[src/sv/keyboard_matrix_with_key_queue_defines.svh]
// Assertion helpers for the keyboard matrix block.
// Both expect clk and rst_n in the enclosing scope.
`ifndef KEYBOARD_MATRIX_WITH_KEY_QUEUE_DEFINES_SVH
`define KEYBOARD_MATRIX_WITH_KEY_QUEUE_DEFINES_SVH

// Same-cycle implication.
`define KMKQ_ASSERT_NOW(label, ante, cons, msg) \
    label: assert property (@(posedge clk) disable iff (!rst_n) (ante) |-> (cons)) \
        else $error(msg);

// Next-cycle implication.
`define KMKQ_ASSERT_NEXT(label, ante, cons, msg) \
    label: assert property (@(posedge clk) disable iff (!rst_n) (ante) |=> (cons)) \
        else $error(msg);

`endif

[src/sv/kmkq_pkg.sv]
package kmkq_pkg;

    localparam int QUEUE_DEPTH_DEF = 16;
    localparam int KEY_CODES_DEF   = 256;

    localparam int CYCLE_W    = 48;
    localparam int THR_W      = 24;
    localparam int KEY_W      = 8;
    localparam int ACT_W      = 2;
    localparam int POS_W      = 3;
    localparam int FORCE_W    = 2;
    localparam int MODE_W     = 2;
    localparam int ADDR_W     = 8;
    localparam int DATA_W     = 8;
    localparam int ROWS       = 8;
    localparam int CFG_IDX_W  = 2;
    localparam int CFG_DATA_W = 24;

    localparam logic [ACT_W-1:0] ACT_LOAD  = 2'd0;
    localparam logic [ACT_W-1:0] ACT_EVENT = 2'd1;
    localparam logic [ACT_W-1:0] ACT_READ  = 2'd2;

    localparam logic [CFG_IDX_W-1:0] CFG_THROTTLE    = 2'd0;
    localparam logic [CFG_IDX_W-1:0] CFG_LEFT_SHIFT  = 2'd1;
    localparam logic [CFG_IDX_W-1:0] CFG_RIGHT_SHIFT = 2'd2;

    localparam logic [THR_W-1:0] THROTTLE_RST    = 24'd50000;
    localparam logic [KEY_W-1:0] LEFT_SHIFT_RST  = 8'd254;
    localparam logic [KEY_W-1:0] RIGHT_SHIFT_RST = 8'd255;

    localparam logic [FORCE_W-1:0] FORCE_NONE = 2'd0;
    localparam logic [FORCE_W-1:0] FORCE_DOWN = 2'd1;
    localparam logic [FORCE_W-1:0] FORCE_UP   = 2'd2;

    localparam logic [MODE_W-1:0] MODE_BASE   = 2'd0;
    localparam logic [MODE_W-1:0] MODE_IGNORE = 2'd1;
    localparam logic [MODE_W-1:0] MODE_ALT    = 2'd2;

    localparam int                SHIFT_ROW       = 7;
    localparam logic [DATA_W-1:0] SHIFT_DOWN_MASK = 8'h01;
    localparam logic [DATA_W-1:0] SHIFT_UP_MASK   = 8'h03;

    localparam logic [CYCLE_W-1:0] CYCLE_MAX = {CYCLE_W{1'b1}};

    typedef struct packed {
        logic               valid;
        logic [POS_W-1:0]   row;
        logic [POS_W-1:0]   col;
        logic [FORCE_W-1:0] force_code;
        logic [MODE_W-1:0]  smode;
        logic [POS_W-1:0]   srow;
        logic [POS_W-1:0]   scol;
        logic [FORCE_W-1:0] sforce;
        logic               sap;
    } map_entry_t;

    typedef struct packed {
        logic             press;
        logic [KEY_W-1:0] key;
    } key_event_t;

    typedef struct packed {
        logic idle;
        logic clear_step;
        logic exec;
        logic event_step;
        logic apply_step;
        logic result_load;
    } kmkq_cmd_t;

    typedef struct packed {
        logic in_valid;
        logic clear_done;
        logic dequeue;
        logic out_free;
    } kmkq_sts_t;

endpackage

[src/sv/kmkq_ctrl.sv]
`include "keyboard_matrix_with_key_queue_defines.svh"

module kmkq_ctrl import kmkq_pkg::*; (
    input  logic      clk,
    input  logic      rst_n,
    input  kmkq_sts_t sts,
    output kmkq_cmd_t cmd
);
    typedef enum logic [5:0] {
        S_CLEAR  = 6'b000001,
        S_IDLE   = 6'b000010,
        S_EXEC   = 6'b000100,
        S_EVENT  = 6'b001000,
        S_APPLY  = 6'b010000,
        S_RESULT = 6'b100000
    } state_t;

    state_t state_reg;
    state_t state_next;

    always_comb
    begin
        state_next = state_reg;
        case (state_reg)
            S_CLEAR:  if (sts.clear_done) state_next = S_IDLE;
            S_IDLE:   if (sts.in_valid) state_next = S_EXEC;
            S_EXEC:   state_next = sts.dequeue ? S_EVENT : S_RESULT;
            S_EVENT:  state_next = S_APPLY;
            S_APPLY:  state_next = S_RESULT;
            S_RESULT: if (sts.out_free) state_next = S_IDLE;
            default:  state_next = S_CLEAR;
        endcase
    end

    always_ff @(posedge clk or negedge rst_n)
    begin
        if (!rst_n)
        begin
            state_reg <= S_CLEAR;
        end
        else
        begin
            state_reg <= state_next;
        end
    end

    assign cmd.clear_step  = state_reg == S_CLEAR;
    assign cmd.idle        = state_reg == S_IDLE;
    assign cmd.exec        = state_reg == S_EXEC;
    assign cmd.event_step  = state_reg == S_EVENT;
    assign cmd.apply_step  = state_reg == S_APPLY;
    assign cmd.result_load = (state_reg == S_RESULT) && sts.out_free;

    `KMKQ_ASSERT_NEXT(a_take_to_exec, state_reg == S_IDLE && sts.in_valid,
        state_reg == S_EXEC, "accepted transaction did not start execution")
    `KMKQ_ASSERT_NEXT(a_clear_to_idle, state_reg == S_CLEAR && sts.clear_done,
        state_reg == S_IDLE, "map clear did not finish")
    `KMKQ_ASSERT_NOW(a_apply_after_event, state_reg == S_APPLY,
        $past(state_reg) == S_EVENT, "map apply without queue read")
    `KMKQ_ASSERT_NOW(a_result_free, cmd.result_load,
        sts.out_free, "result loaded over a pending transaction")
endmodule

[config.mk]
export PLATFORM = sky130hd
export DESIGN_NAME = kmkq_ctrl
export DESIGN_NICKNAME = d
export VERILOG_FILES = /design/src/sv/kmkq_pkg.sv /design/src/sv/kmkq_ctrl.sv
export VERILOG_INCLUDE_DIRS = /design/src /design/src/sv
export SDC_FILE = /design/constraint.sdc
export NUM_CORES = 1
export LEC_CHECK = 0
export BUFFER_PORTS_ARGS = -buffer_cell sky130_fd_sc_hd__buf_2
export CAP_MARGIN = 20
export CORE_AREA = 8 8 45 47
export DETAILED_ROUTE_END_ITERATION = 10
export DIE_AREA = 0 0 53 55
export PLACE_DENSITY = 0.52
export REMOVE_ABC_BUFFERS = 1
export SLEW_MARGIN = 10
export SYNTH_ARGS = -nofsm -noshare
export SYNTH_HDL_FRONTEND = slang
export SYNTH_SLANG_ARGS = --single-unit
[constraint.sdc]
create_clock -name clk -period 1.6 [get_ports clk]
set_input_delay 0.08 -clock clk [delete_from_list [all_inputs] [get_ports clk]]
set_output_delay 0.08 -clock clk [all_outputs]
set_load 0.02 [all_outputs]
After elaboration in Yosys (flattened, before gate mapping). Cells that the tools add are included.

Input port bits: 6. Bits in registers: 6. Word-level logic and storage cells: 17.

Mux-type cells: 5. Reduce and logical (&&, ||, !) cells: 2. Eq/ne operators: 9.

Operators by type and width (count): one-hot mux 6 bit (6 select lines) (1); 2-to-1 mux 6 bit (4); == test 6 x 1 -> 1 bit (second input constant) (1); == test 6 x 2 -> 1 bit (second input constant) (1); == test 6 x 3 -> 1 bit (second input constant) (1); == test 6 x 4 -> 1 bit (second input constant) (1); == test 6 x 5 -> 1 bit (second input constant) (1); == test 6 bit (second input constant) (1); inequality test 2 bit (second input constant) (3); AND reduction 3 bit (1); logical AND 1 bit (1).

Longest topological paths before layout.
Word-level depth: 3. Mapped depth: 6.

Worst setup path after synthesis. OpenSTA, ideal clock, no wires.

Path type: reg2out. Start point: reg state_reg[1]. End point: out cmd[1] in the netlist's numbering. Slack: 17 ps. Stages on the path, launching flop included: 3. Arrival time: 1503 ps. Cells stage by stage: dfrtp_1 or4_4 nor3b_1.

RTL lines: start, declared (RTL line kmkq_ctrl.sv:18) `state_t state_reg;`; start signal, assigned (RTL line kmkq_ctrl.sv:43) `state_reg <= state_next;`; end, declared (RTL line kmkq_ctrl.sv:7) `output kmkq_cmd_t cmd`.

==> impl_metrics.tcl <==
set metrics [dict create \
    run_status "finished with violations" \
    violations "setup timing" \
    combinational_family_with_the_most_area_after_synthesis "simple AND/OR/NAND/NOR gates" \
    final_layout_size_suffix_gt1_share_pct 54.8 \
    finalInstanceArea_um2 579 \
    grt_antenna_before_repair 0 \
    synth_area_leader_cell "sky130_fd_sc_hd__dfrtp_1" \
    initial_utilization_pct 26.9 \
    hold_path_startpoint "sts[1]" \
    post_synth_mux_area_share_pct 0 \
    seqPwrFrac_pct 29.6 \
    sink_count 6 \
    fp.dieArea_um2 2920 \
    nNetsFinal 69 \
    fin_crit_sh_pct 102 \
    post_synth_num_cell_types 24 \
    cts_made_buffers 3 \
    dp_hpwl_um 730 \
    synthMostInstantiatedCell "sky130_fd_sc_hd__dfrtp_1" \
    routed_wire_length_um 1060 \
    origin_of_the_critical_flop_to_flop_path "state_reg[3]" \
    multiInputGateArea_um2 226 \
    clock.fmax_mhz 613 \
    drtPass1Iterations 3 \
    clockPowerShare_pct 22.1 \
    total_count_of_max_transition_violations_in_the_final_report 0 \
    min_path_cells 2 \
    seq_area_frac_synth_pct 40.6 \
    top_level_ports 12 \
    power_switching_share_pct 34.8 \
    grt_first_pass_wirelength_um 1680 \
    worstSetupPathType "flip-flop to output port" \
    post-synth-top-area-fraction_pct 33.6 \
    netlist_area_um2 373 \
    fp.dieW_um 53 \
    synthesized_area_divided_by_synthesized_cell_count_um2 9.81 \
    worst_slew_pin_tran_ns 0.274 \
    ys_top_cells_by_count "sky130_fd_sc_hd__dfrtp_1, sky130_fd_sc_hd__nor2_1, sky130_fd_sc_hd__and2_1, sky130_fd_sc_hd__inv_1" \
    grt_start_max_net_pins 7 \
    yosys.area_share.simple_pct 37.6 \
    ff_latch_area_um2 151 \
    timing.slew.headroom_pct 81.7 \
    finalWorstSetupSlack_ns -0.0312 \
    clock_network_latency_to_the_later_pin_of_the_worst_skew_pair_ns 0.26 \
    clkSlewWorstSetupHoldPaths_ns 0.06 \
    setup_total_negative_slack_ns -0.0312 \
    ctsLongestPathBuffers 2 \
    synthArstFlopShare_pct 100 \
    all_layer_gr_usage_pct 8.07 \
    final_antenna_net_count 0 \
    globalplace.congestion 0.751 \
    route.vias.total 376 \
    crit_required_ns 1.52 \
    timing.final.setup_violations 1 \
    clockRootBuffer "sky130_fd_sc_hd__clkbuf_4" \
    fin_util_pct 41.9 \
    synth-adder-area-share_pct 0 \
    synth.ff_latch_count 6 \
    post_synth_main_area_contributors "sky130_fd_sc_hd__dfrtp_1, sky130_fd_sc_hd__dfstp_2, sky130_fd_sc_hd__and4b_1" \
    cap_viol_max_count 0 \
    fin_crit_ns 1.63 \
    synth_edf_count 0 \
    fraction_of_the_mapped_netlist_area_in_compound_gates_pct 15.1 \
    tritoncts "yes" \
    ctsHtreeMaxLevel 1 \
    hold_viol 0 \
    largest_register_ffs 6 \
    placeableCoreArea_um2 1380 \
    leakage_nw 0.286 \
    synth_warnings 0 \
    grt_overflow_total 0 \
    first_iter_violations 1 \
    detailed_place.area_um2 465 \
    final_routed_wire_length_divided_by_cell_count_um 13.6 \
    synth-xor-area-share_pct 2.35 \
    timing.critical_path.to_type "output port" \
    hold_path_class "primary input to flip-flop" \
    worst_setup_path_start_kind "flip-flop" \
    comb_power_share_pct 48.3 \
    power.net_switching_mw 0.248 \
    path_depth_of_the_worst_reg2reg_path 5 \
    post_synth_inst_count 38 \
    die_y_um 55 \
    number_of_filler_instances_in_the_final_layout 141 \
    drt-vias-per-instance 4.82 \
    final.setup_skew_ns 0.0167 \
    setup.worst_path.start "state_reg[3]" \
    power.ir.vdd_worst_v 0.000552 \
    regToRegSetupSlack_ns 0.01 \
    placement_rows 14 \
    areaGrowthSynthToFinish_pct 55.4 \
    insertedDiodeCount 0 \
    power.internal_mw 0.465 \
    worst_ep_arrival_time_ns 1.55 \
    rsz0062_at_grt "yes" \
    io_buffer_count 11 \
    p_total_mw 0.714 \
    post-route-drc-count 0 \
    vias_in_the_first_global_route 374 \
    largest_fanout_on_the_critical_path 3 \
    cellPowerDensity_nw_per_um2 1230 \
    postSynth.topFlopCell "sky130_fd_sc_hd__dfrtp_1" \
]
==> per-layer routing <==
| layer | vias to the layer above | share of wire, % | track usage [%] |
|---|---|---|---|
| li1 | 185 | - | - |
| met1 | 180 | 39 | 8.46 |
| met2 | 7 | 52 | 12.5 |
| met3 | 4 | 6.4 | 5.08 |
| met4 | 0 | 1.6 | 3.88 |
| met5 | - | 0 | 0 |
==> final timing paths <==
check                               end
setup / recovery                 cmd[0]
hold / removal             state_reg[5]
setup reg to reg           state_reg[0]
hold reg to reg            state_reg[0]
max in group asynchronous  state_reg[0]
min in group asynchronous  state_reg[5]
==> critical path: stages, from the launching register on <==
cell and delay, ns:
sky130_fd_sc_hd__dfrtp_1 0.40, sky130_fd_sc_hd__or4_4 0.53, sky130_fd_sc_hd__nor2_4 0.12, sky130_fd_sc_hd__and2_4 0.14, sky130_fd_sc_hd__buf_6 0.11
==> cells by family after synthesis <==
group	count (synthesis)
AND/OR/NAND/NOR	20
XOR/XNOR	1
flip-flops	6
buffers and inverters	4
AO/OA/AOI/OAI	7
==> timing repair <==
| item | in CTS | in global routing |
|---|---|---|
| gates resized for setup | 7 | 2 |
| hold buffers | 1 | 0 |
| pin swaps | 4 | 1 |
| setup endpoints to repair | 3 | 5 |
| endpoints found under the hold margin | 6 | 0 |
| gates cloned | 0 | 0 |
| buffers inserted | 4 | 2 |
==> cell type report <==
type,instances,share of cell area [%]
repair buffers,21,24.8
clock buffers,4,4.54
flip-flops and latches,6,26.1
inverters,3,1.94
well taps,16,3.46
multi-input cells,28,39.1
==> through the flow <==
| stage | hold WS (ns) | setup slack [ns] | instances |
|---|---|---|---|
| global route | 0.0422 | -0.0746 | 78 |
| CTS | 0.0465 | -0.0134 | 76 |
| finish | 0.0474 | -0.0312 | 78 |
| global placement | -0.0881 | 0.139 | 67 |
| floorplan | -0.216 | 0.0168 | 37 |
| detailed placement | -0.0888 | 0.0858 | 67 |
==> placed cells by master, fill, tap and decap left out, types with 2 or more instances in the layout <==
cell type                  instances
sky130_fd_sc_hd__buf_4            11
sky130_fd_sc_hd__buf_2             8
sky130_fd_sc_hd__dfrtp_1           5
sky130_fd_sc_hd__nor2_1            3
sky130_fd_sc_hd__inv_1             3
sky130_fd_sc_hd__clkbuf_4          3
sky130_fd_sc_hd__and4b_1           2
sky130_fd_sc_hd__nor3_1            2
sky130_fd_sc_hd__and2_1            2
sky130_fd_sc_hd__o21ai_0           2
==> power groups by stage <==
stage	registers (mW)	logic (mW)	clock network [mW]
after floorplan	0.219	0.200	0
after global placement	0.225	0.264	0
after detailed placement	0.227	0.259	0
after CTS	0.209	0.337	0.162
after global routing	0.214	0.379	0.177
final	0.211	0.345	0.158
Power figures use the tool's default switching activity.
